$ cat src/hw/rtl/salsc_pkg.sv
// Types and constants shared by the cache tag and state store.
`timescale 1ns / 1ps

package salsc_pkg;

  localparam int CFG_AW = 4;
  localparam int RANK_W = 4;

  localparam logic [2:0] ACT_LOOKUP = 3'd0;
  localparam logic [2:0] ACT_TOUCH  = 3'd1;
  localparam logic [2:0] ACT_INSERT = 3'd2;
  localparam logic [2:0] ACT_UPDATE = 3'd3;
  localparam logic [2:0] ACT_REMOVE = 3'd4;

  localparam logic [2:0] ST_I  = 3'd0;
  localparam logic [2:0] ST_M  = 3'd3;
  localparam logic [2:0] ST_O  = 3'd4;
  localparam logic [2:0] ST_SM = 3'd6;

  localparam logic [1:0] STS_OK     = 2'd0;
  localparam logic [1:0] STS_ABSENT = 2'd1;
  localparam logic [1:0] STS_FULL   = 2'd2;

  localparam logic [1:0] REG_BOB = 2'd0;
  localparam logic [1:0] REG_SIB = 2'd1;
  localparam logic [1:0] REG_WIU = 2'd2;

  typedef struct packed {
    logic [2:0]  action;
    logic [31:0] address;
    logic [2:0]  new_state;
  } in_item_t;

  typedef struct packed {
    logic        hit;
    logic [2:0]  line_state;
    logic        needs_eviction;
    logic        needs_writeback;
    logic [31:0] victim_address;
    logic [1:0]  status;
  } out_item_t;

  typedef struct packed {
    logic [2:0]  state;
    logic [31:0] addr;
  } line_t;

  typedef struct packed {
    logic clear;
    logic en;
  } scan_ctl_t;

  typedef struct packed {
    logic              hit;
    logic [2:0]        hit_state;
    logic              found;
    logic [RANK_W-1:0] rank;
  } scan_res_t;

endpackage

$ cat src/hw/rtl/salsc_scan.sv
// Shared block compare unit: one way per cycle, first valid and first tag match.
`timescale 1ns / 1ps

module salsc_scan #(
  parameter int WAYS = 4
) (
  input  logic                                     clk,
  input  logic                                     rst_n,
  input  salsc_pkg::scan_ctl_t                     ctl,
  input  logic [((WAYS > 1) ? $clog2(WAYS) : 1)-1:0] idx,
  input  salsc_pkg::line_t                         entry,
  input  logic [31:0]                              addr,
  input  logic [31:0]                              mask,
  output salsc_pkg::scan_res_t                     res
);
  import salsc_pkg::*;

  scan_res_t res_r;
  scan_res_t res_nxt;
  logic      match;

  assign match = ((entry.addr ^ addr) & mask) == 32'd0;

  always_comb begin
    res_nxt = res_r;
    if (ctl.clear) begin
      res_nxt = '0;
    end else if (ctl.en) begin
      if (!res_r.hit && match && entry.state != ST_I) begin
        res_nxt.hit       = 1'b1;
        res_nxt.hit_state = entry.state;
      end
      if (!res_r.found && match) begin
        res_nxt.found = 1'b1;
        res_nxt.rank  = RANK_W'(idx);
      end
    end
  end

  always_ff @(posedge clk) begin
    if (!rst_n) begin
      res_r <= '0;
    end else begin
      res_r <= res_nxt;
    end
  end

  assign res = res_r;

endmodule

$ cat config.mk
export PLATFORM = sky130hd
export DESIGN_NAME = salsc_scan
export DESIGN_NICKNAME = d
export VERILOG_FILES = /design/src/hw/rtl/salsc_pkg.sv /design/src/hw/rtl/salsc_scan.sv
export SDC_FILE = /design/constraint.sdc
export NUM_CORES = 1
export LEC_CHECK = 0
export ABC_AREA = 1
export BUFFER_PORTS_ARGS = -buffer_cell sky130_fd_sc_hd__buf_2
export CORE_MARGIN = 2
export CORE_UTILIZATION = 33
export CTS_BUF_LIST = sky130_fd_sc_hd__clkbuf_8
export CTS_CLUSTER_DIAMETER = 100
export DETAILED_ROUTE_END_ITERATION = 10
export PLACE_DENSITY = 0.86
export SYNTH_ARGS = -nofsm -noshare
export SYNTH_HDL_FRONTEND = slang
export SYNTH_SLANG_ARGS = --single-unit
$ cat constraint.sdc
create_clock -name clk -period 1 [get_ports clk]
set_input_delay 0.1 -clock clk [delete_from_list [all_inputs] [get_ports clk]]
set_output_delay 0.1 -clock clk [all_outputs]
set_load 0.005 [all_outputs]
==> metrics.cfg, run 1 <==
[synth]
synthArstFlopShare = 0
synth_area_leader_cell = nand2_1
yosys-top-cells-count = 77 x nand2_1, 56 x inv_1, 29 x nand3_1, 15 x nor2_1, 12 x or2_1
synth_cells = 219
synthFlopType = dfxtp_1
ys_seq_area_frac = 0.1279
yosysWarnings = 0
synth_area_sq_um = 1096
synth.most_common_cell = nand2_1
synth_area_leaders = nand2_1 26%, inv_1 19%, nand3_1 13%
synth_seq_cells = 7
synth_cell_types = 16
synth_top_area_share = 0.2637
synth-edff-count = 0
syn_area_per_cell_sq_um = 5.005

[run]
drv_cap = 0

[detailed_routing]
drt-met1-wl_mm = 1.101
dr_wl_met2_mm = 1.541
avgRoutedWirePerCell_microns = 7.656
avgViaCountPerCell = 4.294
vias = 1623
ant_nets = 0
drt-pass1-iter-count = 6
drtIter0Drc = 25
top_layer_used = met4
wl_mm = 2.894
drc = 0
met3_length_microns = 238

[outcome]
status = finished, violations left
violations = negative setup slack

[floorplan]
rows = 20
ios = 114
chipWidth_microns = 61.63
core_area_sq_um = 3103
start_util = 0.3532
design.die.area_sq_um = 3798
die_h_microns = 61.63

[worst_setup_path]
worst-r2r-setup-slack_ps = -70
rr_endpoint = res[5]
start_kind = input port
rr_worst_depth = 5
path_max_fanout = 7
cp_data_required_time_ps = 1160
critical_path_class = in2reg
arrival_ps = 1240
critPathCaptureType = flip-flop
reg2reg_from = res[8]

[sta]
final_hold_viol_count = 0
setup_ws_ps = -76.18
rsz0062_at_grt = true
drv_slew = 0
whs_ps = 194.0
finClkSkew_ps = 0.5978
fmax_mhz = 929.2
min_period_ps = 1076
min_period_over_period = 1.076
finalSetupViolations = 6

[power]
swShare = 0.2915
p_clk_frac = 0.335
ir_drop_uv = 304.5
netSwitchingPower_w = 0.0003295
leakagePower_nw = 1.146
p_per_area_nw_per_um2 = 636.3
p_seq_frac = 0.248
p_comb_frac = 0.416
p_int_w = 0.0008010

[cts]
h-tree-depth = 1
clk_path_buf_depth = 2
cts-hold-fix-buffers = 0
insertion_delay_ps = 220
cts_buffers = 3
clk_pin_slew_ps = 40
clock-root-buffer = clkbuf_8
cts_sinks = 7
cts_tree = done

[worst_hold_path]
hold_depth = 4
worstHoldStart = ctl[1]
hp-class = in2reg
holdPathEnd = res[1]

[grt]
grt_max_degree = 8
gr-total-overflow = 0
antenna_found_initial = 0
grt_first_pass_wirelength_mm = 4.623
grt_usage = 0.1553
grt_pass1_vias = 1382

[placement]
numPortBuffers = 111
dpl.hpwl_mm = 2.716
place_congestion = 0.7522

[final_layout]
drive_above_1_share = 0.3832
finalNetCount = 440
fin_util = 0.5726
syn_to_final_growth_pct = 62.10
num_antenna_cells = 0
largest_register_ffs = 7

## power by group through the flow
| stage | logic [W] | registers, W | clock network (W) |
|---|---|---|---|
| 6_report | 0.000471 | 0.000281 | 0.000379 |
| 5_1_grt | 0.000545 | 0.000280 | 0.000401 |
| 4_1_cts | 0.000471 | 0.000281 | 0.000391 |
| 3_5_place_dp | 0.000465 | 0.000285 | 0 |
| 3_3_place_gp | 0.000451 | 0.000285 | 0 |
| 2_1_floorplan | 0.000224 | 0.000285 | 0 |
## layout by cell type, fill, tap and decap left out, types with 5 or more instances in the layout
master	netlist	final
dfxtp_1	7	7
inv_1	56	57
nor2_1	15	15
nand2_1	77	77
or2_1	12	12
nand4_1	5	5
buf_2	0	108
nand3_1	29	27
nand3_2	3	5
## through the flow
stage               std cells  instance area, sq um  setup WS [ps]  TNS [ps]  total power (W)
floorplan                 220                  1100         -75.40    -389.3        0.0005086
global placement          374                  1703         -290.1     -1879        0.0007356
detailed placement        374                  1703         -362.0     -2308        0.0007503
CTS                       378                  1759         -122.5    -649.0         0.001142
global route              378                  1777         -191.6     -1211         0.001227
finish                    378                  1777         -76.18    -343.5         0.001131
## what timing repair did
item,CTS,global route
pin swaps,12,11
gates resized for setup,2,3
buffers inserted,0,0
setup endpoints to repair,7,7
## worst max path at each step
stage               endpoint  cells past startpoint       from  slack [ps]
finish                res[5]                     11  entry[24]         -80
global route          res[7]                     11  entry[24]        -190
CTS                   res[5]                     11  entry[14]        -120
detailed placement    res[7]                     11   addr[19]        -360
global placement      res[7]                     11   addr[19]        -290
floorplan             res[5]                     10    addr[4]         -80
## cell families (layout without fill, tap and decap cells)
group | count (synthesis) | count (layout) | share of synthesized area
buf+inv | 58 | 172 | 0.2055
flops | 7 | 7 | 0.1278
compound gates | 5 | 5 | 0.04224
other cells | 1 | 2 | 0.003421
simple gates | 148 | 148 | 0.6210
## critical path, cell delays in order
cell and delay, ps:
buf_6 90, or2_1 220, nand3_1 80, nand2_1 50
nor2_1 110, nand2_1 100, nor2_4 170, nand3_2 120
nand2_1 80, inv_1 40, nor2_1 80
## per-layer routing
metal	global-route usage	up-vias
met1	0.1541	672
li1	-	879
met3	0.02101	2
met5	0	-
met4	0.04863	0
met2	0.3218	70
## final cells by class
class                      instances  area [sq um]
clock inverter                     1         3.754
multi-input combinational        155         744.5
inverter                          56         210.2
fill                             327          1326
clock buffer                       3         41.29
timing repair buffer             112         581.8
tap                               44         55.05
sequential                         7         140.1
Power figures use the tool's default switching activity.
==> run 2: changes to the inputs <==
==> constraint.sdc (replaced) <==
create_clock -name clk -period 1 [get_ports clk]
set_input_delay 0.05 -clock clk [delete_from_list [all_inputs] [get_ports clk]]
set_output_delay 0.05 -clock clk [all_outputs]
set_load 0.005 [all_outputs]
==> run 2 against run 1 <==
  * Hold slack worse by 41 ps
  * The flow still finishes with violations (negative setup slack)
  * Routed wire length is 7.7% higher
  * Maximum frequency is 3.4% lower
  * Critical endpoint unchanged
  * Cell count stayed put
  * Via count is 1.4% lower
  * Power is 2.7% higher
  * Register-to-register slack hardly changed
  * Final area is 2.5% higher
==> metrics.cfg, run 2 (same netlist as run 1, synthesis figures left out) <==
[detailed_routing]
avgRoutedWirePerCell_microns = 8.246  ; +7.7%
avgViaCountPerCell = 4.235  ; -1.4%
wl_mm = 3.117  ; +7.7%
drtIter0Drc = 39  ; +56%
drt-pass1-iter-count = 4  ; -2
drc = 0  ; unchanged
vias = 1601  ; -1.4%
ant_nets = 0  ; unchanged

[worst_setup_path]
start_kind = input port
rr_endpoint = res[5]
critical_path_class = in2reg
cp-startpoint = entry[21]
rr_worst_depth = 5  ; unchanged
cp-endpoint = res[5]
path_max_fanout = 7  ; unchanged
critPathCaptureType = flip-flop
cp_data_required_time_ps = 1160  ; about the same
worst-r2r-setup-slack_ps = -70  ; about the same
reg2reg_from = res[8]
arrival_ps = 1270  ; +30 ps

[grt]
grt_busiest_layer = met2
grt_first_pass_wirelength_mm = 4.774  ; +3.3%
grt_max_degree = 8  ; unchanged
grt_pass1_vias = 1394  ; +0.87%
antenna_found_initial = 0  ; unchanged
gr-total-overflow = 0  ; unchanged
grtUsageMet3 = 0.01471  ; -0.006303
met1_usage = 0.1758  ; +0.02168
grt_usage = 0.1580  ; +0.002724
use_met2 = 0.3068  ; -0.01504

[final_layout]
finalNetCount = 440  ; unchanged
drive_above_1_share = 0.3922  ; +0.008982
final_cell_mix = 104 x buf_2, 76 x nand2_1, 57 x inv_1
largest_register_ffs = 7  ; unchanged
num_antenna_cells = 0  ; unchanged
syn_to_final_growth_pct = 66.10
fin_cells = 378  ; unchanged
final_common_cell = buf_2
n_fill_cell = 344  ; +5.2%

[placement]
dp.cells = 374  ; unchanged
post-place-ws_ps = -299.3  ; +62.70 ps
dpl.hpwl_mm = 2.654  ; -2.3%
numPortBuffers = 111  ; unchanged
place_congestion = 0.7400  ; -1.6%

[cts]
cts_tree = done
postCtsSetupBuffers = 0  ; unchanged
clk_pin_slew_ps = 40  ; about the same
cts-hold-fix-buffers = 0  ; unchanged
insertion_delay_ps = 230  ; about the same
cts_buffers = 3  ; unchanged
clk_path_buf_depth = 2  ; unchanged
clock-root-buffer = clkbuf_8
cts_sinks = 7  ; unchanged
h-tree-depth = 1  ; unchanged

[floorplan]
design.die.area_sq_um = 3798  ; unchanged
ios = 114  ; unchanged
rows = 20  ; unchanged
die_h_microns = 61.63  ; unchanged
core_area_sq_um = 3103  ; unchanged
chipWidth_microns = 61.63  ; unchanged
start_util = 0.3532  ; unchanged

[power]
ir_drop_uv = 287.8  ; -5.5%
p_per_area_nw_per_um2 = 637.6  ; +0.20%
leakagePower_nw = 1.155  ; +0.83%

[outcome]
status = finished, violations left
violations = negative setup slack

[sta]
rsz0062_at_grt = true
setup_ws_ps = -113.6  ; -37.41 ps
final_hold_viol_count = 0  ; unchanged
fmax_mhz = 898.0  ; -3.4%
finalSetupTns_ps = -378.7  ; -35.15 ps
drv_slew = 0  ; unchanged
finalSetupViolations = 6  ; unchanged
finClkSkew_ps = 0.2029  ; -0.3949 ps
min_period_over_period = 1.114  ; +0.03741
min_period_ps = 1114  ; +37.41 ps

[worst_hold_path]
hp-class = in2reg
worstHoldStart = ctl[1]
hold_depth = 4  ; unchanged

[run]
drv_cap = 0  ; unchanged

## run 2: cell counts in the layout (fill, tap and decap cells not counted)
No cell type changed its count.
## run 2: layout make-up
| cell class | count | area, sq um | share of cell area |
|---|---|---|---|
| multi-input combinational | 155 | 763.2 | 0.4192 |
| timing repair buffer | 112 | 606.8 | 0.3333 |
| inverter | 56 | 210.2 | 0.1155 |
| sequential | 7 | 140.1 | 0.07698 |
| tap | 44 | 55.05 | 0.03024 |
| clock buffer | 3 | 41.29 | 0.02268 |
| clock inverter | 1 | 3.754 | 0.002062 |
## run 2: worst max-delay path, stage by stage
cell and delay, ps:
buf_6 90, or2_1 230, nand3_1 100, nand2_1 50
nor2_1 100, nand2_1 90, nor2_4 200, nand3_4 110
nand2_1 70, inv_1 40, nor2_1 120
## run 2: stage by stage
stage | hold WS (ps) | cell area (sq um) | power, W | util
2_1_floorplan | 256.8 | 1100 | 0.0005086 | -
3_5_place_dp | 375.9 | 1703 | 0.0007486 | 0.5488
3_3_place_gp | 372.4 | 1703 | 0.0007338 | 0.5488
6_report | 153.5 | 1821 | 0.001161 | 0.5867
4_1_cts | 144.6 | 1760 | 0.001143 | 0.5673
5_1_grt | 210.0 | 1821 | 0.001251 | 0.5867
## run 2: power by group
part           switching [W]  leakage, nW  internal, W
logic               0.000223         1.07     0.000268
registers      0.00000000230       0.0563     0.000281
clock network       0.000124       0.0269     0.000265
total               0.000347         1.16     0.000814
## run 2: layer usage
metal	vias to the layer above	wire length, microns	part of all wire
met5	-	0	0
met4	0	49	0.016
met3	7	206	0.066
met2	63	1688	0.54
met1	654	1173	0.38
li1	877	-	-
## run 2: worst min path at each step
stage | endpoint | slack [ps]
after global routing | res[7] | 210
final | res[6] | 150
after global placement | res[7] | 370
after CTS | res[5] | 140
after floorplan | res[5] | 260
after detailed placement | res[5] | 380
## run 2: timing repair
action                     in CTS  in global routing
gates resized for setup         2                 11
pin swaps                       7                 14
setup endpoints to repair       6                  7
